## src/rtl/core/tfd_pkg.sv

```systemverilog
`default_nettype none

package tfd_pkg;

  // Number of header bytes at the head of each frame; the first two are checked.
  localparam int HEADER_BYTES = 2;

  // Escape value of the length byte: a 16-bit little-endian length follows.
  localparam logic [7:0] LEN_ESCAPE = 8'hff;

  // Configuration register indexes and port widths.
  localparam int CFG_IDX_W = 8;
  localparam logic [CFG_IDX_W-1:0] REG_MAGIC_FIRST  = 8'd0;
  localparam logic [CFG_IDX_W-1:0] REG_MAGIC_SECOND = 8'd1;

  // Reset values of the magic registers.
  localparam logic [7:0] MAGIC_FIRST_RST  = 8'd71;
  localparam logic [7:0] MAGIC_SECOND_RST = 8'd83;

  // Byte role codes as reported on the result channel.
  localparam logic [2:0] ROLE_HEADER  = 3'd0;
  localparam logic [2:0] ROLE_TYPE    = 3'd1;
  localparam logic [2:0] ROLE_LEN     = 3'd2;
  localparam logic [2:0] ROLE_EXT_LO  = 3'd3;
  localparam logic [2:0] ROLE_EXT_HI  = 3'd4;
  localparam logic [2:0] ROLE_PAYLOAD = 3'd5;

  // Parser phase, one-hot.
  typedef enum logic [5:0] {
    PH_HEADER  = 6'b000001,
    PH_TYPE    = 6'b000010,
    PH_LEN     = 6'b000100,
    PH_EXT_LO  = 6'b001000,
    PH_EXT_HI  = 6'b010000,
    PH_PAYLOAD = 6'b100000
  } phase_t;

  // Parser state carried from one byte to the next.
  typedef struct packed {
    phase_t      phase;
    logic [7:0]  header_count;
    logic [7:0]  current_type;
    logic [15:0] current_length;
    logic [15:0] bytes_left;
    logic        magic_good;
    logic        seen_element;
  } parse_state_t;

  // One result item.
  typedef struct packed {
    logic [2:0]  byte_role;
    logic [7:0]  element_type;
    logic [15:0] element_length;
    logic        element_start;
    logic [15:0] payload_index;
    logic        frame_done;
    logic        frame_ok;
  } parse_result_t;

  localparam parse_state_t STATE_RST = '{
    phase:          PH_HEADER,
    header_count:   8'd0,
    current_type:   8'd0,
    current_length: 16'd0,
    bytes_left:     16'd0,
    magic_good:     1'b1,
    seen_element:   1'b0
  };

endpackage

`default_nettype wire

```

## src/rtl/core/tlv_frame_deframer_unit.sv

```systemverilog
`default_nettype none

// Type-length-value frame deframer.
// Frame bytes enter on the in_ channel, one item per byte, with in_frame_last
// marking the final byte. Each byte gives exactly one result item on the out_
// channel: its role, the current element type and length, an element-start
// pulse, the payload index, and on the final byte frame_done with frame_ok.
// Both channels use valid and stall; an item moves when valid is high and
// stall is low.
// Each result is registered: a byte accepted at a clock edge is shown at out_
// right after that edge. Throughput is one byte per cycle while the receiver
// does not stall; the parser state update is a single registered step, and
// the result register frees as it is taken.
// When the receiver stalls with a result waiting, in_stall rises and the
// result holds until taken; nothing is lost or repeated.
// The cfg_ port writes the two expected magic bytes (index 0 and 1) and is
// always ready; writes to other indexes are ignored. Write it only while idle.
// Reset (rst_n low, synchronous) empties the result register, returns the
// parser to the start of a frame and loads the magic bytes with 'G' and 'S'.
module tlv_frame_deframer_unit (
  input  wire logic                           clk,
  input  wire logic                           rst_n,
  input  wire logic                           in_valid,
  output logic                                in_stall,
  input  wire logic [7:0]                     in_data_byte,
  input  wire logic                           in_frame_last,
  output logic                                out_valid,
  input  wire logic                           out_stall,
  output logic [2:0]                          out_byte_role,
  output logic [7:0]                          out_element_type,
  output logic [15:0]                         out_element_length,
  output logic                                out_element_start,
  output logic [15:0]                         out_payload_index,
  output logic                                out_frame_done,
  output logic                                out_frame_ok,
  input  wire logic                           cfg_valid,
  output logic                                cfg_ready,
  input  wire logic [tfd_pkg::CFG_IDX_W-1:0]  cfg_index,
  input  wire logic [7:0]                     cfg_data
);

  tfd_pkg::parse_state_t  st_r;
  tfd_pkg::parse_state_t  st_nxt;
  tfd_pkg::parse_result_t res_r;
  tfd_pkg::parse_result_t res_nxt;
  logic                   out_valid_r;
  logic                   out_valid_nxt;
  logic [7:0]             magic_first_r;
  logic [7:0]             magic_second_r;
  logic                   in_fire;

  // Configuration writes are always taken.
  assign cfg_ready = 1'b1;

  always_ff @(posedge clk) begin
    if (!rst_n) begin
      magic_first_r  <= tfd_pkg::MAGIC_FIRST_RST;
      magic_second_r <= tfd_pkg::MAGIC_SECOND_RST;
    end else if (cfg_valid) begin
      if (cfg_index == tfd_pkg::REG_MAGIC_FIRST) begin
        magic_first_r <= cfg_data;
      end
      if (cfg_index == tfd_pkg::REG_MAGIC_SECOND) begin
        magic_second_r <= cfg_data;
      end
    end
  end

  // A new byte is taken unless a result is waiting on a stalled receiver.
  assign in_stall = out_valid_r && out_stall;
  assign in_fire  = in_valid && !in_stall;

  tfd_step u_step (
    .st           (st_r),
    .data_byte    (in_data_byte),
    .frame_last   (in_frame_last),
    .magic_first  (magic_first_r),
    .magic_second (magic_second_r),
    .st_nxt       (st_nxt),
    .res          (res_nxt)
  );

  // Result register occupancy.
  always_comb begin
    if (in_fire) begin
      out_valid_nxt = 1'b1;
    end else if (!out_stall) begin
      out_valid_nxt = 1'b0;
    end else begin
      out_valid_nxt = out_valid_r;
    end
  end

  // Parser state and result valid.
  always_ff @(posedge clk) begin
    if (!rst_n) begin
      st_r        <= tfd_pkg::STATE_RST;
      out_valid_r <= 1'b0;
    end else begin
      out_valid_r <= out_valid_nxt;
      if (in_fire) begin
        st_r <= st_nxt;
      end
    end
  end

  // Result payload.
  always_ff @(posedge clk) begin
    if (in_fire) begin
      res_r <= res_nxt;
    end
  end

  assign out_valid          = out_valid_r;
  assign out_byte_role      = res_r.byte_role;
  assign out_element_type   = res_r.element_type;
  assign out_element_length = res_r.element_length;
  assign out_element_start  = res_r.element_start;
  assign out_payload_index  = res_r.payload_index;
  assign out_frame_done     = res_r.frame_done;
  assign out_frame_ok       = res_r.frame_ok;

endmodule

`default_nettype wire

```

## src/rtl/core/tfd_step.sv

```systemverilog
`default_nettype none

module tfd_step (
  input  wire tfd_pkg::parse_state_t  st,
  input  wire logic [7:0]             data_byte,
  input  wire logic                   frame_last,
  input  wire logic [7:0]             magic_first,
  input  wire logic [7:0]             magic_second,
  output tfd_pkg::parse_state_t       st_nxt,
  output tfd_pkg::parse_result_t      res
);

  tfd_pkg::parse_state_t ns;
  logic [15:0]           len_known;
  logic                  len_hit;
  logic [15:0]           left_dec;
  logic [7:0]            hdr_inc;

  // Advance the parser by one byte.
  always_comb begin
    ns        = st;
    res       = '0;
    len_known = 16'd0;
    len_hit   = 1'b0;
    left_dec  = st.bytes_left - 16'd1;
    hdr_inc   = st.header_count + 8'd1;

    case (st.phase)
      tfd_pkg::PH_HEADER: begin
        res.byte_role = tfd_pkg::ROLE_HEADER;
        if (st.header_count == 8'd0 && data_byte != magic_first) begin
          ns.magic_good = 1'b0;
        end
        if (st.header_count == 8'd1 && data_byte != magic_second) begin
          ns.magic_good = 1'b0;
        end
        ns.header_count = hdr_inc;
        if (hdr_inc >= 8'(tfd_pkg::HEADER_BYTES)) begin
          ns.phase = tfd_pkg::PH_TYPE;
        end
      end
      tfd_pkg::PH_TYPE: begin
        res.byte_role      = tfd_pkg::ROLE_TYPE;
        res.element_type   = data_byte;
        ns.current_type    = data_byte;
        ns.current_length  = 16'd0;
        ns.phase           = tfd_pkg::PH_LEN;
      end
      tfd_pkg::PH_LEN: begin
        res.byte_role    = tfd_pkg::ROLE_LEN;
        res.element_type = st.current_type;
        if (data_byte == tfd_pkg::LEN_ESCAPE) begin
          ns.phase = tfd_pkg::PH_EXT_LO;
        end else begin
          len_hit   = 1'b1;
          len_known = {8'd0, data_byte};
        end
      end
      tfd_pkg::PH_EXT_LO: begin
        res.byte_role     = tfd_pkg::ROLE_EXT_LO;
        res.element_type  = st.current_type;
        ns.current_length = {8'd0, data_byte};
        ns.phase          = tfd_pkg::PH_EXT_HI;
      end
      tfd_pkg::PH_EXT_HI: begin
        res.byte_role    = tfd_pkg::ROLE_EXT_HI;
        res.element_type = st.current_type;
        len_hit          = 1'b1;
        len_known        = {data_byte, st.current_length[7:0]};
      end
      tfd_pkg::PH_PAYLOAD: begin
        res.byte_role      = tfd_pkg::ROLE_PAYLOAD;
        res.element_type   = st.current_type;
        res.element_length = st.current_length;
        res.payload_index  = st.current_length - st.bytes_left;
        ns.bytes_left      = left_dec;
        if (left_dec == 16'd0) begin
          ns.phase = tfd_pkg::PH_TYPE;
        end
      end
      default: begin
        ns = tfd_pkg::STATE_RST;
      end
    endcase

    // The element length became known on this byte.
    if (len_hit) begin
      ns.current_length  = len_known;
      ns.bytes_left      = len_known;
      ns.seen_element    = 1'b1;
      ns.phase           = (len_known != 16'd0) ? tfd_pkg::PH_PAYLOAD : tfd_pkg::PH_TYPE;
      res.element_length = len_known;
      res.element_start  = 1'b1;
    end

    // The last byte closes the frame and returns the parser to its reset state.
    res.frame_done = frame_last;
    if (frame_last) begin
      res.frame_ok = ns.magic_good && ns.seen_element && (ns.phase == tfd_pkg::PH_TYPE);
      ns           = tfd_pkg::STATE_RST;
    end
  end

  assign st_nxt = ns;

endmodule

`default_nettype wire
```

## config.mk

```make
export PLATFORM = sky130hd
export DESIGN_NAME = tlv_frame_deframer_unit
export DESIGN_NICKNAME = d
export VERILOG_FILES = /design/src/rtl/core/tfd_pkg.sv /design/src/rtl/core/tlv_frame_deframer_unit.sv /design/src/rtl/core/tfd_step.sv
export SDC_FILE = /design/constraint.sdc
export NUM_CORES = 1
export LEC_CHECK = 0
export ABC_CLOCK_PERIOD_IN_PS = 2500
export BUFFER_PORTS_ARGS = -buffer_cell sky130_fd_sc_hd__buf_2
export CAP_MARGIN = 20
export CORE_MARGIN = 10
export CORE_UTILIZATION = 53
export CTS_CLUSTER_DIAMETER = 200
export DETAILED_ROUTE_END_ITERATION = 8
export GPL_TIMING_DRIVEN = 0
export PLACE_DENSITY = 0.76
export SYNTH_ARGS = -nofsm -noshare
export SYNTH_HDL_FRONTEND = slang
export SYNTH_SLANG_ARGS = --single-unit
```

## constraint.sdc

```tcl
create_clock -name clk -period 2.5 [get_ports clk]
set_input_delay 0.125 -clock clk [delete_from_list [all_inputs] [get_ports clk]]
set_output_delay 0.125 -clock clk [all_outputs]
set_load 0.02 [all_outputs]
```

==> flow_results.org <==
** Logic synthesis
- Netlist area before placement :: 0.00672 mm2
- Average size of a mapped cell :: 9.06 um2
- After synthesis, the cell types taking the most area are dfxtp_1, edfxtp_1, nand2_1.
- Synthesis warning total :: 0
- Of all flip-flops after synthesis, the portion carrying an async set or reset was 0%.
- Synthesis instantiated 71 different standard cells from the library.
- For this run, the leading register cell type out of synthesis is dfxtp_1.
- Sequential area share after synthesis :: 42.3%
- Number of instances in the synthesized netlist :: 742
- After synthesis, the largest area contributor takes up 21.8% of total cell area.
- Synthesis inferred 119 register bits.
- Of all cell types, the one taking the most synthesized area is dfxtp_1.
- Synthesis produced a netlist with a net count of 794.
- Yosys mapped a number of flops with a built-in enable equal to 46.
- By count the netlist is led by nand2_1, dfxtp_1, o21ai_0.
- In the post-synthesis netlist, the cell with the most instances is nand2_1.

** Timing
- Setup violations remaining at the end of the flow were counted as 1.
- Clk_skew :: 7.84 ps
- For this run, the top clock speed supported by timing is 381 MHz.
- Fin crit share :: 105%
- Setup repair after global routing could not meet its margin everywhere.
- Count of final hold-check violations :: 0
- Final min period :: 2620 ps
- For the pin with the worst max-slew slack, the measured transition is 913 ps.
- The max-slew violation count was 0.
- The worst pin sits at a relative slew slack of 38.9%.
- Across all setup checks in the final design, the least slack found is -121 ps.

** Clock network
- TritonCTS built the clock tree.
- The H-tree was split into 4 levels.
- At the later pin of the worst-skew pair, clock insertion delay measures 430 ps.
- Bufs on Longest Clock Path :: 2
- Clock transition time at the flip-flop clock pins of the worst setup and hold paths :: 60 ps
- CTS placed an instance of clkbuf_16 at the clock tree root.
- Number of sinks on the clock net :: 119
- Clock tree synthesis inserted a total of 17 buffers.

** Critical path
- Data on the critical path is required at its endpoint by 2730 ps.
- Critical Path Start :: st_r[2]$_SDFFE_PN0P_
- For this run, the slowest stage of the critical path takes 490 ps.
- Traced cell by cell, the critical path runs through inv_2 -> ha_4 -> or4b_4 -> or3_4 -> a211o_1 -> a211oi_4 -> and3_4 -> nor3_2 -> a2111oi_2.
- Category of the most critical setup path :: flop to flop
- Critical path fanouts, max :: 2
- The worst register-to-register path begins at st_r[2]$_SDFFE_PN0P_.
- The slowest stage of the critical path belongs to the cell or4b_4.
- Broken down by cell family, the worst path's largest delay share belongs to simple AND/OR/NAND/NOR gates.
- The worst setup path is captured at a flop.
- Worst Setup Start Kind :: flop
- Data arrives at the worst endpoint at 2850 ps.
- WP buf/inv :: 1

** Status
- The final reports fail on negative setup slack.
- The run finished, with violations left.

** Floorplanning
- The die covers 0.0176 mm2.
- Effective utilization at floorplan :: 53.7%
- The floorplan step set the die height to 133 um.
- After floorplanning, the core was divided into 41 placement rows.
- Placeable core region :: 0.0125 mm2
- IO Pins :: 79
- DIE WIDTH :: 133 um

** Finish
- Area growth, synth to finish :: 22.9%
- Post-layout nets :: 900
- Inserted Diodes :: 0
- With fillers left out, the area of the finished cells amounts to 0.00826 mm2.
- Proportion of layout cells with a drive suffix above 1 :: 22.0%
- Final core utilization :: 66.0%
- Counting the fill cells in the layout gives 1050.

** Detailed routing
- In the routed layout, each cell is associated on average with a via count of 6.01.
- Average wire per cell in the routed design :: 19.4 um
- Remaining routing DRC violations :: 0
- Routed Antenna Nets :: 0
- The detailed router finished its first iteration with 575 violations.
- For this run, the detailed router's first-pass iteration total came to 5.
- Aggregate routed wire length :: 20.0 mm
- Across all layers, the routed design uses 6211 vias.

** Global route
- Total GRT Usage :: 22.1%
- Pin count of the biggest net entering global routing :: 26
- First-pass GRT wire length :: 31.8 mm
- Global routing finished with a remaining overflow of 0.
- The initial antenna violation count was 0.
- Via count of the first global-routing pass :: 6168

** Power
- For this design the static power due to leakage is 3.27 nW.
- Pwr Density :: 587 mW/mm2
- VDD IR-drop max :: 0.000571 V

** Flow run
- The tool flagged a number of max-cap violations equal to 0.

** Place
- During placement, the flow inserted port buffers numbering 69.
- Standard cell area after detailed placement :: 0.00728 mm2
- Routability-driven placement finished with a final weighted congestion of 0.964.
- After legalization and detailed placement, the total HPWL measured 13.8 mm.

** Worst hold path
- In this run the worst hold path is classified as input port to flop.
- The worst hold path begins at in_frame_last.
## flip-flops by register name, summed over array words and instances (netlist names)
register / count
magic_second_r: 8
out_payload_index: 16
out_byte_role: 3
out_frame_done: 1
out_element_type: 8
out_valid: 1
out_element_start: 1
out_frame_ok: 1
out_element_length: 16
st_r: 56
magic_first_r: 8
## stage by stage
step           std cells  worst slack [ps]  hold WS, ps  power (mW)  setup TNS, ps
3_5_place_dp         983              -792          351        2.42         -26210
5_1_grt             1033              -236         26.4        4.99           -502
2_1_floorplan        742             0.733          224        2.30              0
4_1_cts             1029              -247         1.79        4.85           -257
3_3_place_gp         983              -601          347        2.42         -18450
6_report            1033              -121         23.9        4.85           -121
## path summary, 6_finish.rpt
path | to | cells past startpoint | slack (ps)
hold reg to reg | st_r[38]$_SDFFE_PN0P_ | 1 | 480
hold / removal | out_frame_done$_DFFE_PP_ | 1 | 20
setup / recovery | out_frame_ok$_SDFFCE_PN0P_ | 9 | -120
setup reg to reg | out_frame_ok$_SDFFCE_PN0P_ | 9 | -120
## logic make-up (layout without fill, tap and decap cells)
| group | Yosys count | count (layout) | synth area share, % |
|---|---|---|---|
| buffers and inverters | 78 | 197 | 4.73 |
| XOR/XNOR | 38 | 38 | 4.95 |
| AND/OR/NAND/NOR | 268 | 268 | 20.7 |
| AO/OA/AOI/OAI | 199 | 199 | 20.5 |
| adder cells (fa/ha/maj) | 22 | 22 | 4.21 |
| multiplexers | 17 | 17 | 2.53 |
| flip-flops | 119 | 119 | 42.3 |
| other | 1 | 1 | 0.0558 |
## repair_timing
item,CTS,global route
pin swaps,8,11
hold buffers,9,0
resized for setup,35,37
setup endpoints to repair,74,70
hold endpoints to repair,16,0
cloned,2,0
buffers inserted,8,7
## report_power, final
group	switching (mW)	internal [mW]	total, mW	leakage [nW]
registers	0.0139	2.05	2.06	1.06
clock network	0.939	1.50	2.44	0.285
logic	0.235	0.116	0.350	1.93
## area by class of cell
class | count | area (um2) | share of cell area [%]
buffer | 43 | 200 | 2.42
clock buffer | 18 | 439 | 5.32
clock inverter | 14 | 148 | 1.79
inverter | 27 | 108 | 1.30
multi-input combinational | 545 | 3730 | 45.2
sequential | 119 | 2860 | 34.6
tap | 172 | 215 | 2.61
timing repair buffer | 93 | 548 | 6.64
timing repair inverter | 2 | 12.5 | 0.152
## per-layer routing
metal / global-route usage, % / up-vias / share of wire [%] / wire length, um
met2: 39.1 / 262 / 51 / 10200
met5: 0 / - / 0 / 0
met4: 10.7 / 0 / 3.4 / 684
met1: 24.4 / 2979 / 39 / 7800
met3: 5.07 / 59 / 6.4 / 1290
li1: - / 2911 / - / -
## cells in the final DEF (no fill, tap or decap), types with 6 or more instances in the layout
cell and instances:
a21boi_0 9, a21o_1 7, a21oi_1 18, a22o_1 26, a22oi_1 24, and2_1 10
and3_1 7, buf_2 79, buf_4 16, clkbuf_1 20, clkbuf_16 17, clkbuf_2 9
dfxtp_1 67, dlygate4sd3_1 9, edfxtp_1 46, ha_1 19, inv_1 24, mux2i_1 17
nand2_1 77, nand2b_1 6, nand3_1 9, nand4_1 9, nor2_1 42, nor2b_1 37
nor3_1 20, nor4_1 10, o21a_1 6, o21ai_0 51, o31ai_1 8, xnor2_1 31
xor2_1 7
Power figures use the tool's default switching activity.
